<file path="src/rtl/pbvf_pkg.sv">
// Package for the pitch bend and vibrato period generator: codes, states and the period table.
package pbvf_pkg;

  // Channel count and channel codes
  localparam int unsigned NumCh = 4;
  localparam logic [1:0] ChPulse1 = 2'd0;
  localparam logic [1:0] ChPulse2 = 2'd1;
  localparam logic [1:0] ChWave   = 2'd2;
  localparam logic [1:0] ChNoise  = 2'd3;

  // Item kinds
  localparam logic KindBend = 1'b0;
  localparam logic KindTick = 1'b1;

  // Configuration register indexes
  localparam logic [2:0] CfgSpeed0 = 3'd0;
  localparam logic [2:0] CfgSpeed1 = 3'd1;
  localparam logic [2:0] CfgSpeed2 = 3'd2;
  localparam logic [2:0] CfgSpeed3 = 3'd3;
  localparam logic [2:0] CfgDepth0 = 3'd4;
  localparam logic [2:0] CfgDepth1 = 3'd5;
  localparam logic [2:0] CfgDepth2 = 3'd6;
  localparam logic [2:0] CfgDepth3 = 3'd7;

  // Wheel arithmetic
  localparam logic [7:0] WheelUpBase = 8'h7F;
  localparam logic [7:0] WheelMid    = 8'd128;

  // Shift-and-add multiply: seven multiplier bits, last step index
  localparam logic [2:0] MulLastStep = 3'd6;

  // Notes that carry a period
  localparam logic [6:0] NoteLow  = 7'd36;
  localparam logic [6:0] NoteHigh = 7'd107;

  localparam logic [15:0] PeriodTab [0:71] = '{
    16'd44,   16'd156,  16'd262,  16'd363,  16'd457,  16'd547,
    16'd631,  16'd710,  16'd786,  16'd854,  16'd923,  16'd986,
    16'd1046, 16'd1102, 16'd1155, 16'd1205, 16'd1253, 16'd1297,
    16'd1339, 16'd1379, 16'd1417, 16'd1452, 16'd1486, 16'd1517,
    16'd1546, 16'd1575, 16'd1602, 16'd1627, 16'd1650, 16'd1673,
    16'd1694, 16'd1714, 16'd1732, 16'd1750, 16'd1767, 16'd1783,
    16'd1798, 16'd1812, 16'd1825, 16'd1837, 16'd1849, 16'd1860,
    16'd1871, 16'd1881, 16'd1890, 16'd1899, 16'd1907, 16'd1915,
    16'd1923, 16'd1930, 16'd1936, 16'd1943, 16'd1949, 16'd1954,
    16'd1959, 16'd1964, 16'd1969, 16'd1974, 16'd1978, 16'd1982,
    16'd1985, 16'd1988, 16'd1992, 16'd1995, 16'd1998, 16'd2001,
    16'd2004, 16'd2006, 16'd2009, 16'd2011, 16'd2013, 16'd2015
  };

  // Period of a note; notes outside the table span read as zero
  function automatic logic [15:0] period_lookup(logic [6:0] note);
    logic [6:0] idx;
    idx = note - NoteLow;
    if (note >= NoteLow && note <= NoteHigh) begin
      return PeriodTab[idx];
    end
    return 16'd0;
  endfunction

  // Sequencer states
  typedef enum logic [2:0] {
    StIdle,
    StBendDiff,
    StBendMul,
    StBendFin,
    StBendEmit,
    StTickVisit,
    StTickEmit
  } pbvf_state_e;

endpackage

</file>
<file path="src/rtl/pitch_bend_vibrato_freq.sv">
// Top level: four-channel pitch bend and triangle vibrato period generator.
//
// Input channel (in_valid_i / in_stall_o) takes one item at a time. A bend item
// (kind 0) looks up the note and range periods, then a shared 16-bit adder
// forms the difference, runs a 7-step shift-and-add multiply and applies the
// scaled step: the single result then goes to the output register.
// A tick item (kind 1) visits the four channels in order, where the same adder
// forms base plus vibrato position, and enters an emit step for each due
// channel to hand its result over; a tick holds the input stalled until all
// four channels are visited, which takes longer if the receiver stalls.
// The stall drops once the sequencer is back in idle after each item, and the
// adder is shared across all steps.
// Results go through an output register (out_valid_o / out_stall_i); the block
// takes a new item while a finished result still waits there, and blocks only
// when a further result is ready and the register is still held.
// Configuration is a plain write port: speeds at indexes 0..3, depths 4..7.
// Reset clears all channel state and the output, speeds go to 1, depths to 0.
module pitch_bend_vibrato_freq
  import pbvf_pkg::*;
(
  input  logic        clk_i,
  input  logic        rst_ni,
  // configuration writes
  input  logic        cfg_we_i,
  input  logic [2:0]  cfg_index_i,
  input  logic [7:0]  cfg_data_i,
  // input items
  input  logic        in_valid_i,
  output logic        in_stall_o,
  input  logic        in_kind_i,
  input  logic [1:0]  in_channel_i,
  input  logic [6:0]  in_note_i,
  input  logic [7:0]  in_wheel_i,
  input  logic [6:0]  in_range_high_note_i,
  input  logic [6:0]  in_range_low_note_i,
  // result items
  output logic        out_valid_o,
  input  logic        out_stall_i,
  output logic [1:0]  out_target_o,
  output logic [15:0] out_period_o,
  output logic        out_last_o
);

  // Configuration and channel state
  logic [7:0]  speed_q [NumCh];
  logic [7:0]  depth_q [NumCh];
  logic [15:0] base_q  [NumCh];
  logic [7:0]  pos_q   [NumCh];
  logic        rise_q  [NumCh];
  logic [7:0]  timer_q [NumCh];

  // Sequencer
  pbvf_state_e state_q, state_d;
  logic [1:0]  ch_q;
  logic [1:0]  vis_q;
  logic [3:0]  due_q;
  logic [2:0]  cnt_q;

  // Bend datapath
  logic        up_q;
  logic [15:0] f_q, r_q;
  logic [6:0]  frac_q;
  logic [15:0] mcand_q, acc_q, res_q;

  // Output register
  logic        out_valid_q;
  logic [1:0]  out_target_q;
  logic [15:0] out_value_q;
  logic        out_last_q;

  logic        in_accept, out_free;
  logic [3:0]  due_now;
  logic [7:0]  d_up, d_dn;
  logic [15:0] add_a, add_b, add_y;
  logic        add_sub;
  logic [7:0]  cur_pos, cur_dep, pos_new;
  logic        cur_rise, rise_new;
  logic        higher_due;
  logic        out_load;
  logic [1:0]  out_target_d;
  logic [15:0] out_value_d;
  logic        out_last_d;
  logic        vis_adv;

  assign in_accept = in_valid_i && !in_stall_o;
  assign out_free  = !out_valid_q || !out_stall_i;
  assign in_stall_o = (state_q != StIdle);

  // Channels due at the start of a tick
  always_comb begin
    for (int c = 0; c < NumCh; c++) begin
      due_now[c] = (depth_q[c] != 8'd0) && (timer_q[c] == speed_q[c]);
    end
  end

  // Wheel distance from centre, up and down
  assign d_up = in_wheel_i - WheelUpBase;
  assign d_dn = WheelMid - in_wheel_i;

  // Triangle step of the channel being visited
  assign cur_pos  = pos_q[vis_q];
  assign cur_dep  = depth_q[vis_q];
  assign cur_rise = rise_q[vis_q];
  always_comb begin
    if (cur_rise && cur_pos < cur_dep) begin
      pos_new  = cur_pos + 8'd1;
      rise_new = 1'b1;
    end else if (cur_pos != 8'd0) begin
      pos_new  = cur_pos - 8'd1;
      rise_new = 1'b0;
    end else begin
      pos_new  = cur_pos;
      rise_new = 1'b1;
    end
  end

  // Any due channel after the one being visited
  always_comb begin
    higher_due = 1'b0;
    for (int c = 0; c < NumCh; c++) begin
      if (c > int'(vis_q)) begin
        higher_due = higher_due | due_q[c];
      end
    end
  end

  // Shared adder: operand selection
  always_comb begin
    add_a   = 16'd0;
    add_b   = 16'd0;
    add_sub = 1'b0;
    unique case (state_q)
      StBendDiff: begin
        add_a   = up_q ? r_q : f_q;
        add_b   = up_q ? f_q : r_q;
        add_sub = 1'b1;
      end
      StBendMul: begin
        add_a = acc_q;
        add_b = mcand_q;
      end
      StBendFin: begin
        add_a   = f_q;
        add_b   = {6'd0, acc_q[15:6]};
        add_sub = !up_q;
      end
      StTickVisit: begin
        add_a = base_q[vis_q];
        add_b = {8'd0, pos_new};
      end
      default: begin
        add_a = 16'd0;
      end
    endcase
  end

  assign add_y = add_sub ? (add_a - add_b) : (add_a + add_b);

  // Next state
  always_comb begin
    state_d = state_q;
    unique case (state_q)
      StIdle: begin
        if (in_accept) begin
          state_d = (in_kind_i == KindBend) ? StBendDiff : StTickVisit;
        end
      end
      StBendDiff: state_d = StBendMul;
      StBendMul: begin
        if (cnt_q == MulLastStep) begin
          state_d = StBendFin;
        end
      end
      StBendFin: state_d = StBendEmit;
      StBendEmit: begin
        if (out_free) begin
          state_d = StIdle;
        end
      end
      StTickVisit: begin
        if (due_q[vis_q]) begin
          state_d = StTickEmit;
        end else if (vis_q == ChNoise) begin
          state_d = StIdle;
        end
      end
      StTickEmit: begin
        if (out_free) begin
          state_d = (vis_q == ChNoise) ? StIdle : StTickVisit;
        end
      end
      default: state_d = StIdle;
    endcase
  end

  // Sequencer outputs: result loading and channel advance
  always_comb begin
    out_load     = 1'b0;
    out_target_d = ch_q;
    out_value_d  = res_q;
    out_last_d   = 1'b1;
    vis_adv      = 1'b0;
    unique case (state_q)
      StBendEmit: begin
        out_load     = out_free;
        out_target_d = (ch_q == ChNoise) ? ChWave : ch_q;
      end
      StTickVisit: begin
        vis_adv = !due_q[vis_q];
      end
      StTickEmit: begin
        out_load     = out_free;
        out_target_d = vis_q;
        out_last_d   = !higher_due;
        vis_adv      = out_free;
      end
      default: begin
        out_load = 1'b0;
      end
    endcase
  end

  // Control state, configuration and channel state
  always_ff @(posedge clk_i or negedge rst_ni) begin
    if (!rst_ni) begin
      state_q     <= StIdle;
      vis_q       <= 2'd0;
      due_q       <= 4'd0;
      cnt_q       <= 3'd0;
      out_valid_q <= 1'b0;
      for (int c = 0; c < NumCh; c++) begin
        speed_q[c] <= 8'd1;
        depth_q[c] <= 8'd0;
        base_q[c]  <= 16'd0;
        pos_q[c]   <= 8'd0;
        rise_q[c]  <= 1'b0;
        timer_q[c] <= 8'd0;
      end
    end else begin
      state_q <= state_d;

      // configuration writes
      if (cfg_we_i) begin
        unique case (cfg_index_i) inside
          CfgSpeed0, CfgSpeed1, CfgSpeed2, CfgSpeed3: speed_q[cfg_index_i[1:0]] <= cfg_data_i;
          CfgDepth0, CfgDepth1, CfgDepth2, CfgDepth3: depth_q[cfg_index_i[1:0]] <= cfg_data_i;
          default: ;
        endcase
      end

      // start of a tick
      if (in_accept && in_kind_i == KindTick) begin
        due_q <= due_now;
        vis_q <= 2'd0;
      end

      // multiply step counter
      if (state_q == StBendDiff) begin
        cnt_q <= 3'd0;
      end else if (state_q == StBendMul) begin
        cnt_q <= cnt_q + 3'd1;
      end

      // bend result stored as the channel base
      if (state_q == StBendFin) begin
        base_q[ch_q] <= add_y;
      end

      // vibrato visit: timer and triangle update
      if (state_q == StTickVisit && cur_dep != 8'd0) begin
        if (due_q[vis_q]) begin
          timer_q[vis_q] <= 8'd1;
          pos_q[vis_q]   <= pos_new;
          rise_q[vis_q]  <= rise_new;
        end else begin
          timer_q[vis_q] <= timer_q[vis_q] + 8'd1;
        end
      end

      if (vis_adv) begin
        vis_q <= vis_q + 2'd1;
      end

      // output register
      if (out_load) begin
        out_valid_q <= 1'b1;
      end else if (!out_stall_i) begin
        out_valid_q <= 1'b0;
      end
    end
  end

  // Payload registers
  always_ff @(posedge clk_i) begin
    if (in_accept && in_kind_i == KindBend) begin
      ch_q   <= in_channel_i;
      up_q   <= in_wheel_i[7];
      f_q    <= period_lookup(in_note_i);
      r_q    <= period_lookup(in_wheel_i[7] ? in_range_high_note_i : in_range_low_note_i);
      frac_q <= in_wheel_i[7] ? d_up[7:1] : d_dn[7:1];
    end
    unique case (state_q)
      StBendDiff: begin
        mcand_q <= add_y;
        acc_q   <= 16'd0;
      end
      StBendMul: begin
        if (frac_q[0]) begin
          acc_q <= add_y;
        end
        mcand_q <= {mcand_q[14:0], 1'b0};
        frac_q  <= {1'b0, frac_q[6:1]};
      end
      StBendFin: res_q <= add_y;
      StTickVisit: res_q <= (vis_q == ChNoise) ? {8'd0, add_y[7:0]} : add_y;
      default: ;
    endcase
    if (out_load) begin
      out_target_q <= out_target_d;
      out_value_q  <= out_value_d;
      out_last_q   <= out_last_d;
    end
  end

  assign out_valid_o  = out_valid_q;
  assign out_target_o = out_target_q;
  assign out_period_o = out_value_q;
  assign out_last_o   = out_last_q;

`ifndef NO_ASSERTIONS
  // A new result never overwrites one still held by the receiver
  a_no_overwrite: assert property (@(posedge clk_i) disable iff (!rst_ni)
    out_load |-> (!out_valid_q || !out_stall_i))
    else $error("result register overwritten while stalled");

  // An accepted bend item starts the difference step
  a_bend_start: assert property (@(posedge clk_i) disable iff (!rst_ni)
    (in_valid_i && !in_stall_o && in_kind_i == KindBend) |=> (state_q == StBendDiff))
    else $error("bend item did not start the sequencer");

  // Vibrato results come only from channels found due at tick start
  a_emit_due: assert property (@(posedge clk_i) disable iff (!rst_ni)
    (state_q == StTickEmit) |-> due_q[vis_q])
    else $error("vibrato result for a channel that was not due");
`endif

endmodule
</file>
<file path="config.mk">
export PLATFORM = sky130hd
export DESIGN_NAME = pitch_bend_vibrato_freq
export DESIGN_NICKNAME = d
export VERILOG_FILES = /design/src/rtl/pbvf_pkg.sv /design/src/rtl/pitch_bend_vibrato_freq.sv
export SDC_FILE = /design/constraint.sdc
export NUM_CORES = 1
export LEC_CHECK = 0
export BUFFER_PORTS_ARGS = -buffer_cell sky130_fd_sc_hd__buf_2
export CAP_MARGIN = 30
export CORE_MARGIN = 2
export CORE_UTILIZATION = 50
export CTS_CLUSTER_SIZE = 30
export DETAILED_ROUTE_END_ITERATION = 16
export GPL_ROUTABILITY_DRIVEN = 0
export HOLD_SLACK_MARGIN = 0.1
export PLACE_DENSITY = 0.67
export SETUP_SLACK_MARGIN = 0.5
export SYNTH_ARGS = -nofsm -noshare
export SYNTH_HDL_FRONTEND = slang
export SYNTH_SLANG_ARGS = --single-unit
</file>
<file path="constraint.sdc">
create_clock -name clk_i -period 6 [get_ports clk_i]
set_clock_uncertainty 0.05 [all_clocks]
set_input_delay 0.9 -clock clk_i [delete_from_list [all_inputs] [get_ports clk_i]]
set_output_delay 0.9 -clock clk_i [all_outputs]
set_load 0.005 [all_outputs]
</file>
==> results of run 1 <==
routing by layer:
layer  track usage, %  share of wire [%]  up-vias
li1                 -                  -     6577
met1            33.31                 42     6976
met2            44.10                 50      435
met3            3.382                5.1       93
met4            7.575                3.0        0
met5                0                  0        -
placed cells by master (no fill, tap or decap), drive strengths merged, types with 9 or more instances in the layout:
cell    count
nand2     246
o21ai     212
dfrtp     205
buf       155
nor2      119
edfxtp     98
mux2       88
a21oi      82
ha         61
inv        54
clkbuf     54
mux4       48
xor2       48
mux2i      33
xnor2      33
a211oi     22
nand3      22
nor3       19
nand2b     17
nor4       17
and2       16
nor2b      14
o22ai      14
a31oi      14
clkinv     13
or3        12
nand4      11
o211ai     11
a222oi     11
a311oi      9
worst max-delay path, stage by stage, from the launching register on:
cell	delay, ns
sky130_fd_sc_hd__dfrtp_2	0.47
sky130_fd_sc_hd__buf_12	0.14
sky130_fd_sc_hd__mux4_2	0.58
sky130_fd_sc_hd__ha_4	0.31
sky130_fd_sc_hd__and4_4	0.25
sky130_fd_sc_hd__nand4_1	0.14
sky130_fd_sc_hd__o2111ai_2	0.16
sky130_fd_sc_hd__buf_6	0.16
sky130_fd_sc_hd__o22ai_4	0.08
sky130_fd_sc_hd__a311oi_4	0.41
sky130_fd_sc_hd__ha_4	0.20
sky130_fd_sc_hd__o211ai_1	0.15
sky130_fd_sc_hd__buf_4	0.21
sky130_fd_sc_hd__nor4_4	0.29
sky130_fd_sc_hd__and4b_1	0.26
sky130_fd_sc_hd__a21oi_2	0.06
sky130_fd_sc_hd__ha_4	0.31
sky130_fd_sc_hd__nand2_4	0.05
sky130_fd_sc_hd__o41ai_4	0.45
sky130_fd_sc_hd__buf_4	0.21
sky130_fd_sc_hd__xnor2_4	0.12
sky130_fd_sc_hd__buf_6	0.14
sky130_fd_sc_hd__nor2_1	0.04
state kept, by name (all words and copies together) (netlist names), 3 cells and up:
register	cells
r_q	11
frac_q	7
state_q	3
acc_q	16
cnt_q	3
f_q	11
out_value_d	16
speed_q	32
due_q	4
rise_q	4
depth_q	32
timer_q	32
base_q	64
mcand_q	16
out_period_o	16
pos_q	32
power by group:
part | total (W) | internal (W) | switching (W)
combinational | 0.00651 | 0.00282 | 0.00369
sequential | 0.00350 | 0.00308 | 0.000418
clock | 0.00205 | 0.00121 | 0.000840
total | 0.0121 | 0.00711 | 0.00495
cell usage after synthesis (all sizes together), types with 22 or more instances:
library cell / number / share of area [%]
mux4: 48 / 6.1
edfxtp: 98 / 17
mux2: 88 / 5.6
nand3: 22 / 0.65
a211oi: 22 / 0.93
a21oi: 82 / 2.3
xnor2: 33 / 1.7
inv: 53 / 1.1
xor2: 48 / 2.4
mux2i: 33 / 1.9
clkbuf: 85 / 1.8
ha: 61 / 4.3
nand2: 246 / 5.2
o21ai: 212 / 6.0
nor2: 119 / 2.5
dfrtp: 205 / 29
logic make-up after synthesis:
logic type	count (synthesis)
buffers and inverters	154
multiplexers	169
AND/OR/NAND/NOR	529
XOR/XNOR	81
AO/OA/AOI/OAI	442
flip-flops	308
adder cells (fa/ha/maj)	62
repair_timing:
action	in CTS	in global routing
setup endpoints to repair	53	63
pin swaps	17	43
cloned	1	0
setup buffers	14	27
hold endpoints to repair	0	0
resized for setup	37	67
per-stage QoR:
| stage | instances | setup slack [ns] | total power (W) |
|---|---|---|---|
| 4_1_cts | 2302 | 0.4837 | 0.01117 |
| 5_1_grt | 2330 | 0.2727 | 0.01281 |
| 3_5_place_dp | 2223 | 0.05200 | 0.008617 |
| 6_report | 2330 | 0.4642 | 0.01206 |
| 3_3_place_gp | 2219 | 0.1215 | 0.008515 |
| 2_1_floorplan | 1745 | 0.5332 | 0.006912 |
how the worst max path moves through the flow:
stage,slack [ns],from,to
global route,0.27,vis_q[0],out_value_d[15]
global placement,0.12,vis_q[0],mcand_q[12]
floorplan,0.53,vis_q[0],mcand_q[15]
detailed placement,0.05,vis_q[0],mcand_q[12]
finish,0.46,vis_q[0],out_value_d[13]
CTS,0.48,vis_q[0],mcand_q[15]
layout make-up:
type | instances | area share [%]
clock buffer | 53 | 4.880
clock inverter | 11 | 0.4272
inverter | 57 | 1.029
multi-input combinational | 1283 | 45.94
sequential | 308 | 39.45
tap | 461 | 2.774
timing repair buffer | 157 | 5.506
==> results, run 1 <==
- The TritonCTS clock tree is built.
- The routed layout has about 14000 vias.
- Summing the areas of all compound-gate instances in the mapped netlist gives around 15% of the synthesized area.
- The flow ran to the end, and the final reports show no timing, DRC or antenna violations.
- The vertical die dimension is 192.8 um.
- Counting flops with an async set or reset pin after synthesis yields a share of between 60% and 70%.
- The category of the critical setup timing path is register to register.
- Dividing the detail-routed via count by the number of cells gives about 6.0.
- Multiplexer cells account for 13.49% of the synthesized area.
- The number of levels in the clock H-tree is 2.
- The synthesis-to-layout area growth is 16.62%.
- The largest net degree at the start of global routing is 158.
- The DRC marker count from the first detailed-route iteration is around 1400.
- In the final timing run, aggregate negative setup slack is 0 ns.
- Setup repair after global routing could not meet its margin everywhere.
- Counting the buffers created by CTS gives 35.
- The deepest clock path buffer count is 3.
- The distinct cell type count of the synthesized netlist is 84.
- The total congestion overflow is 0.
- The number of pins exceeding their max-slew limit in the final report is 0.
- The source of the worst register-to-register timing path is vis_q[0].
- At the end of the flow the core is filled with cells to 58.89%.
- The I/O pin count is between 60 and 70.
- For this run, the leading register cell type out of synthesis is sky130_fd_sc_hd__dfrtp_1.
- The netlist area before placement is 0.01783 sq mm.
- Dividing the detail-routed wire length by the instance count gives between 20 and 25 um.
- The number of nets in the synthesized netlist is 1855.
- The initial core utilization is approximately half.
- The worst pin sits at a relative slew slack of approximately 29%.
- The final-layout fill cell count is between 2000 and 3000.
- The path class of the tightest hold or removal check is input pin to async pin.
- The fmax is 180.6 MHz.
- The startpoint type of the worst setup path is a register.
- The register clock-pin slew on the reported worst setup and hold paths is roughly 0.06 ns.
- For this design, the sink count on the clock tree is about 300.
- The sequential cells in the finished layout cover a total of around 0.0082 sq mm.
- Setup violations remaining at the end of the flow were counted as 0.
- At the later pin of the worst-skew pair, clock insertion delay measures around 0.52 ns.
- The reg2reg setup slack is around 0.46 ns.
- Summed over all layers, the routed wires come to 47260 um.
- After floorplanning, the core was divided into 69 placement rows.
- Power spread over the standard cell area amounts to 579.8 mW/mm^2.
- During synthesis, Yosys emitted a total of 0 warnings.
- The peak fanout along the critical path is 7.
- At the worst endpoint, the arrival time is roughly 5.7 ns.
- The static leakage power is around 8.7 nW.
- The number of optimization iterations in the first detailed-route pass is 7.
- In this run the critical register-to-register path is captured at out_value_d[13].
- The number of global-route vias before repair came to around 14000.
- The cell at the root of the clock tree is sky130_fd_sc_hd__clkbuf_16.
- The sequential-to-total area share from yosys stat is a little under half.
- The post-route antenna net violation count is 0.
- The worst path uses between 90% and 100% of the clock period.
- The final layout net count is 1952.
- The finished cells cover around 0.021 sq mm.
- The area occupied by multi-input gates is 0.009552 sq mm.
- Across the VDD grid, the largest voltage drop is approximately 450 uV.
- Across the run, the number of max-cap violations was 0.
- Of the total synthesized cell area, the portion taken by full adders, half adders and majority gates is under 10%.
- In this run the horizontal extent of the chip is 192.8 um.
- Hold timing on the final database bottoms out at a slack of about 0.29 ns.
- The post-layout minimum cycle time is approximately 5.5 ns.
- Synthesis inferred 308 register bits.
- Counting cells, the worst reg-to-reg path comes to 22.
- The fraction of final layout cells with drive strength greater than 1 is 23.06%.
- The hold-fix buffer count after cts is 0.
- At the pin with the least slew margin, the transition time is 1.060 ns.
- The synthesized netlist devotes between 10% and 20% of its cell area to simple gates.
- The number of inserted diodes is 0.
- The first-pass GRT wire length is approximately 74000 um.
- The placeable core area is between 0.03 and 0.04 sq mm.
- The initial antenna violation count is 0.
- The average instance in the mapped netlist occupies between 10 and 15 sq um.
- The total global-route track usage is about a quarter.
- The residual DRC count is 0.
- The count of flip-flops with a built-in enable after synthesis is between 90 and 100.
- The required time reported for the critical path endpoint is 6.19 ns.
- The final hold violation count was 0.
- Detailed placement ended at an HPWL of around 32000 um.
- The synthesized netlist devotes roughly 4% of its cell area to XOR and XNOR gates.
- The area enclosed by the die boundary is ~0.037 sq mm.
- The total cell area at the placement stage is 0.01879 sq mm.
- Input and output buffers added on the ports amount to slightly below 70.
- STA classifies the critical path endpoint as a register.
- Synthesis handed over a netlist of roughly 1700 instances.
- The main combinational cell family by area after synthesis is compound AO/OA/AOI/OAI gates.
No activity file was read; power rests on OpenSTA's default activity.
==> run 2: changes to the inputs <==
Settings changed: RECOVER_POWER from default to 100.
==> run 2 against run 1 <==
  * Total power shrank 0.66%
  * Largest cell class unchanged
  * Largest power group unchanged
  * Core utilization decreased by 0.46 points
  * First-iteration DRC count grew 2.3%
  * Maximum frequency fell by 2.0%
  * Setup slack got worse by 0.11 ns
  * Critical path depth fell by 2
  * Final area is 0.78% lower
  * Register-to-register slack got worse by 0.11 ns
  * Combinational power shrank 1%
  * The run now ends with capacitance limit, slew limit left
  * Flip-flop and latch count stayed put
==> results, run 2 (synthesized netlist as in run 1, its figures left out) <==
- The run finished, with violations left.
- The checks that failed: capacitance limit, slew limit.
- For this design the static power due to leakage is about 8.5 nW.
- The number of max-cap violations is 6.
- After detailed routing, the total wire length is around 47000 um.
- The measured slew at the worst slew-check pin is 2.774 ns.
- The maximum vdd ir drop is 455.5 uV.
- The cell at the root of the clock tree is sky130_fd_sc_hd__clkbuf_16.
- The least setup slack across all paths after layout is approximately 0.35 ns.
- The initial antenna violation count is 0.
- Compared with the post-synthesis result, the final layout area differs by 15.71%.
- The number of port buffers is about 70.
- Measured in cells, the most critical reg-to-reg path has a length of 20.
- The total congestion overflow is 0.
- Clock-pin slew was measured on the worst setup and hold paths at around 0.06 ns.
- The final layout net count is around 2000.
- The count of vias placed by the detailed router is about 14000.
- Leaving out fill and tap cells, the most frequent cell in the layout is sky130_fd_sc_hd__nand2_1.
- The number of pins exceeding their max-slew limit in the final report is 306.
- Setup violations remaining at the end of the flow were counted as 0.
- The number of levels in the clock H-tree is 2.
- The library cells used most frequently in the layout, excluding fill and tap cells, are 242 x sky130_fd_sc_hd__nand2_1, 204 x sky130_fd_sc_hd__dfrtp_1, 192 x sky130_fd_sc_hd__o21ai_0.
- The startpoint type of the worst setup path is a register.
- TritonCTS built the clock tree.
- Timing would allow up to around 180 MHz.
- The number of clock sinks is a little over 300.
- The repair_antennas step left the layout with diodes totalling 0.
- The hold-critical path depth is 0.
- The worst-path cell with the longest stage delay is sky130_fd_sc_hd__mux4_2.
- In this run the remaining antenna-violating nets after routing total 0.
- The total global-route track usage is between 20 and 30%.
- The worst path in the final design needs a cycle of approximately 5.6 ns, including I/O delays and setup.
- The area enclosed by the die boundary is 0.03719 sq mm.
- The classification of the worst-slack hold path is register to register.
- The power density normalized to cell area is between 500 and 600 mW/mm^2.
- The endpoint class of the critical path is a register.
- The largest net degree at the start of global routing is roughly 160.
- The cell type with the highest occurrence count on the critical path is sky130_fd_sc_hd__buf_4.
- Setup repair after global routing could not meet its margin everywhere.
- For the worst setup path, the data arrival time is a little under 6 ns.
- Of the cells placed in the final design, the portion with a size suffix greater than 1 is around a fifth.
- For this run, the slowest stage of the critical path takes approximately 0.56 ns.
- The hold-fix buffer count after cts is 0.
- The worst setup path is of the register to register kind.
- The deepest clock path buffer count is 3.
- The sum of negative setup slack is 0 ns.
- The number of clock buffers added by TritonCTS is 35.
- The signal on the critical path passes through buf_6 > mux4_2 > ha_4 > a21o_1 > a21oi_4 > o2111a_1 > buf_4 > nand2_2 > buf_4 > a32oi_4 > nand4bb_2 > o21ai_1 > xor2_1 > ha_1 > or3_4 > a311oi_4 > o41ai_4 > a31oi_4 > xnor2_4 > nor2_1.
- The final hold violation count is 0.
- For this block, the initial DRC count from the detailed router was 1408.
- The initialized floorplan defines around 70 standard-cell rows.
- The I/O pin count is a little under 70.
- The detailed-route wire length per cell is slightly above 20 um.
- Counting flops per register, the top entry is base_q.
- The required time reported for the critical path endpoint is between 6 and 7 ns.
- The register with the most flip-flops in the layout has 64 of them.
- The pre-CTS worst setup slack is 0.05200 ns.
- The initial utilization of the core area, before any placement, comes to 50.50%.
- The die is 192.8 um wide.
- After detailed routing, the number of remaining DRC violations is 0.
- The final critical path takes up a little over nine tenths of the cycle.
- The number of optimization iterations in the first detailed-route pass is 8.
- Once detailed placement completed, the half-perimeter wirelength came to between 30000 and 40000 um.
- Hold is met by around 0.36 ns.
- Headroom to the max-slew limit came out at -84.92%.
- The placeable core area is approximately 0.035 sq mm.
- The vertical die dimension is about 190 um.
- Dividing the detail-routed via count by the number of cells gives 6.045.
- The peak fanout along the critical path is 8.
- The number of global-route vias before repair is about 14000.
- The clock reaches the later pin of the worst-skew pair after approximately 0.52 ns.
- The overall power consumption is around 0.012 W.
- The first global-routing pass estimated roughly 74000 um of wire.
run 2: cell types whose count changed in the layout (fill, tap and decap cells not counted), moves of 2 or more:
cell	delta
sky130_fd_sc_hd__clkbuf_4	+2
sky130_fd_sc_hd__buf_2	-26
sky130_fd_sc_hd__clkbuf_1	+42
sky130_fd_sc_hd__a21oi_1	+2
sky130_fd_sc_hd__buf_4	-15
sky130_fd_sc_hd__a21oi_2	-2
run 2: per-stage QoR:
stage               util [%]  cell area [sq um]  std cells
finish                 58.43              20630       2330
global route           58.43              20630       2330
CTS                    57.32              20240       2302
detailed placement     53.22              18790       2223
global placement       53.10              18750       2219
floorplan                  -              17860       1745
run 2: report_power, final:
group          internal, W  switching (W)  leakage (nW)
Sequential         0.00308       0.000417          3.63
Clock              0.00121       0.000838         0.539
Combinational      0.00275        0.00368          4.33
run 2: final timing paths:
path	from	to	slack [ns]
setup / recovery	vis_q[0]	acc_q[15]	0.35
setup reg to reg	vis_q[0]	acc_q[15]	0.35
min in group asynchronous	rst_ni	depth_q[24]	1.22
hold / removal	out_value_d[9]	out_period_o[9]	0.36
max in group asynchronous	rst_ni	base_q[5]	1.21
hold reg to reg	out_value_d[9]	out_period_o[9]	0.36
run 2: what timing repair did:
action                                  4_1_cts  5_1_grt
resized for setup                            37       67
buffers inserted                             14       27
endpoints found under the setup margin       53       63
pin swaps                                    17       43
gates cloned                                  1        0
run 2: critical path, delay by kind of cell (launching register included):
family	cells	cell delay, ns
DFF	1	0.54
buffers and inverters	3	0.55
xor gates and xnor gates	2	0.29
muxes	1	0.56
and+or+nand+nor	4	0.84
adders and majority gates	2	0.53
AOI/OAI and AO/OA	8	1.98
run 2: routing by layer:
metal	GRT usage, %	wire (um)
met3	3.382	2527
met1	33.31	19720
met2	44.10	23470
met4	7.575	1460
met5	0	0
run 2: cell type report:
| type | instances | area [sq um] |
|---|---|---|
| fill | 2925 | 14680 |
| multi-input combinational | 1283 | 9528 |
| sequential | 308 | 8202 |
| clock buffer | 53 | 1015 |
| timing repair buffer | 157 | 1008 |
| tap | 461 | 576.8 |
| inverter | 57 | 214.0 |
| clock inverter | 11 | 88.84 |
==> run 3: changes to the inputs <==
Settings changed: PLACE_DENSITY 0.67 to 0.77.
==> run 3 against run 2 <==
  * The flow still finishes with violations (capacitance limit, slew limit)
  * Clock power down 11%
  * First-iteration DRC count up 7.0%
  * Critical endpoint unchanged
  * Highest routed layer unchanged
  * Hold slack improved by 0.0029 ns
  * Register-to-register slack worse by 0.08 ns
  * Final area is 2.1% lower
  * Critical path depth unchanged
  * Setup slack got worse by 0.083 ns
  * Sequential power about the same
  * Via count increased by 0.58%
  * Cell count decreased by 0.69%
==> results, run 3 (synthesized netlist as in run 1, its figures left out) <==
- The run finished, with violations left.
- The final reports fail on capacitance limit, slew limit.
- Summing internal, switching and leakage power gives 0.01128 W.
- The number of placed instances, taps included, is 2235.
- The register with the most flip-flops in the layout has 64 of them.
- The initial antenna violation count is 2.
- The required time reported for the critical path endpoint is 6.21 ns.
- The number of global-route vias before repair is roughly 14000.
- At the pin with the least slew margin, the transition time is roughly 4.2 ns.
- Wires add up to around 46000 um.
- The sum of negative setup slack is 0 ns.
- Once detailed placement completed, the half-perimeter wirelength came to approximately 32000 um.
- The fmax is 174.5 MHz.
- Dividing the detail-routed wire length by the instance count gives 19.79 um.
- TritonCTS built the clock tree.
- The CTS buffer count is 31.
- The data arrival time of the worst path is between 5 and 6 ns.
- The post-route clock period utilization is between 90% and 100%.
- The count of buffers added on input and output ports is between 60 and 70.
- In this run the count of I/O pins placed on the die edge is a little under 70.
- The number of levels in the clock H-tree is 1.
- In this design, the stage delay of the slowest critical-path cell is about 0.55 ns.
- Relative to the synthesized area, the layout overhead comes to 13.26%.
- The worst setup path is launched from a register.
- The vertical die dimension is slightly below 200 um.
- Along the worst path, the maximum fanout reaches 7.
- The number of pins exceeding their max-slew limit in the final report is between 200 and 250.
- The filler-free cell count of the finished design is ~2300.
- The worst setup path is of the register to register kind.
- The final layout net count is roughly 1900.
- Row generation in the floorplan step produced 69 rows.
- The count of vias placed by the detailed router is between 10000 and 15000.
- The pre-antenna-repair detailed-routing pass consisted of 7 iterations.
- Setup repair after global routing could not meet its margin everywhere.
- The die is approximately 190 um wide.
- The post-layout minimum cycle time is about 5.7 ns.
- The static leakage power is 8.323 nW.
- The hold-fix buffer count after cts is 0.
- In the routed layout, each cell is associated on average with a via count of slightly above 6.
- The total congestion overflow is 0.
- The number of failing setup endpoints in the final timing report is 0.
- The number of clock sinks is roughly 300.
- The post-route netlist has 18.42% of its cells at a drive strength greater than 1.
- The worst setup path is captured at a register.
- The register clock-pin slew on the reported worst setup and hold paths is roughly 0.06 ns.
- The later pin in the worst-skew pair is clocked with a latency of between 0.5 and 0.6 ns.
- The total area inside the core boundary comes to roughly 0.035 sq mm.
- The maximum vdd ir drop is 473.3 uV.
- After detailed routing, the number of remaining DRC violations is 0.
- The die covers ~0.037 sq mm.
- In this run the tightest slew margin relative to its limit is -177.6%.
- On the critical path, the stage with the largest delay is an instance of sky130_fd_sc_hd__mux4_2.
- Clock tree synthesis selected as its root buffer the cell sky130_fd_sc_hd__clkbuf_16.
- The number of max-cap violations is 5.
- The longest clock path from root to sink contains 3 buffers.
- The final hold violation count is 0.
- The power density normalized to cell area is 558.4 mW/mm^2.
- The largest net degree at the start of global routing is 93.
- The first global-routing pass estimated between 70000 and 80000 um of wire.
- The largest register by flop count is base_q.
- Cells fill between 50 and 60% of the core in the end.
- The final-layout fill cell count is between 2000 and 3000.
- The classification of the worst-slack hold path is register to register.
- The library cell used most frequently in the layout, excluding fill and tap cells, is sky130_fd_sc_hd__nand2_1.
- The detailed router finished its first iteration with 1507 violations.
- In this run the register-to-register setup slack is 0.27 ns.
- The initial utilization of the core area, before any placement, comes to slightly above 50%.
- In the layout the commonest cells are 245 x sky130_fd_sc_hd__nand2_1, 204 x sky130_fd_sc_hd__dfrtp_1, 197 x sky130_fd_sc_hd__o21ai_0.
- In the global route stage, overall resource usage came out at 24.46%.
- The signal on the critical path passes through clkbuf_16 > mux4_2 > ha_4 > and4_4 > and3_1 > and3_4 > o221a_2 > a311oi_2 > ha_2 > o211ai_1 > o31ai_1 > xor2_1 > ha_1 > and2_4 > a22o_4 > a311oi_4 > o41ai_4 > a31oi_4 > xnor2_4 > nor2_1.
- In this run the remaining antenna-violating nets after routing total 0.
- The worst hold slack after final layout is 0.3674 ns.
-- run 3: cell count changes in the layout (fill, tap and decap cells not counted), moves of 4 or more --
| cell | before | now |
|---|---|---|
| sky130_fd_sc_hd__buf_4 | 59 | 53 |
| sky130_fd_sc_hd__buf_6 | 6 | 1 |
| sky130_fd_sc_hd__clkbuf_16 | 36 | 32 |
| sky130_fd_sc_hd__ha_1 | 50 | 55 |
| sky130_fd_sc_hd__ha_4 | 8 | 4 |
| sky130_fd_sc_hd__o21ai_0 | 192 | 197 |
-- run 3: through the flow --
step	area [sq um]	setup WS (ns)
after detailed placement	18890	0.1588
final	20200	0.2683
after CTS	20020	0.5014
after floorplan	17860	0.5332
after global placement	18820	0.3143
after global routing	20190	0.1158
-- run 3: timing repair --
item	in CTS	in global routing
endpoints found under the hold margin	0	0
pin swaps	11	23
resized for setup	22	40
setup buffers	7	9
gates cloned	0	1
setup endpoints to repair	38	52
-- run 3: final timing paths --
kind,startpoint,endpoint,cells after the start
max,vis_q[0],acc_q[15],20
min,out_value_d[7],out_period_o[7],0
max reg2reg,vis_q[0],acc_q[15],20
min reg2reg,out_value_d[7],out_period_o[7],0
max in group asynchronous,rst_ni,base_q[32],2
min in group asynchronous,rst_ni,depth_q[1],1
-- run 3: final cells by class --
cell class,instances,area (sq um),area share (%)
repair buffers,145,898.4,4.448
well taps,461,576.8,2.856
clock inverters,8,57.56,0.2850
inverters,57,214.0,1.059
multi-input cells,1283,9338,46.24
clock buffers,50,907.1,4.492
diodes,2,5.005,0.02478
flip-flops and latches,308,8199,40.60
-- run 3: critical path, delay by kind of cell (launching register included) --
kind | cells | cell delay (ns)
flops | 1 | 0.47
fa+ha+maj | 3 | 0.90
compound gates | 8 | 2.05
xor+xnor | 2 | 0.29
simple gates | 5 | 0.89
buf+inv | 1 | 0.20
mux | 1 | 0.55
-- run 3: layer usage --
layer / vias up / global-route usage [%] / wire, um
met4: 0 / 9.395 / 1672
li1: 6527 / - / -
met5: - / 0 / 0
met3: 114 / 3.091 / 3176
met1: 6893 / 31.20 / 18400
met2: 634 / 42.40 / 22550
-- run 3: power by group --
part / internal [W] / switching (W) / leakage [nW]
Combinational: 0.00234 / 0.00363 / 4.22
Sequential: 0.00308 / 0.000400 / 3.63
Clock: 0.00103 / 0.000796 / 0.474
Total: 0.00645 / 0.00482 / 8.32
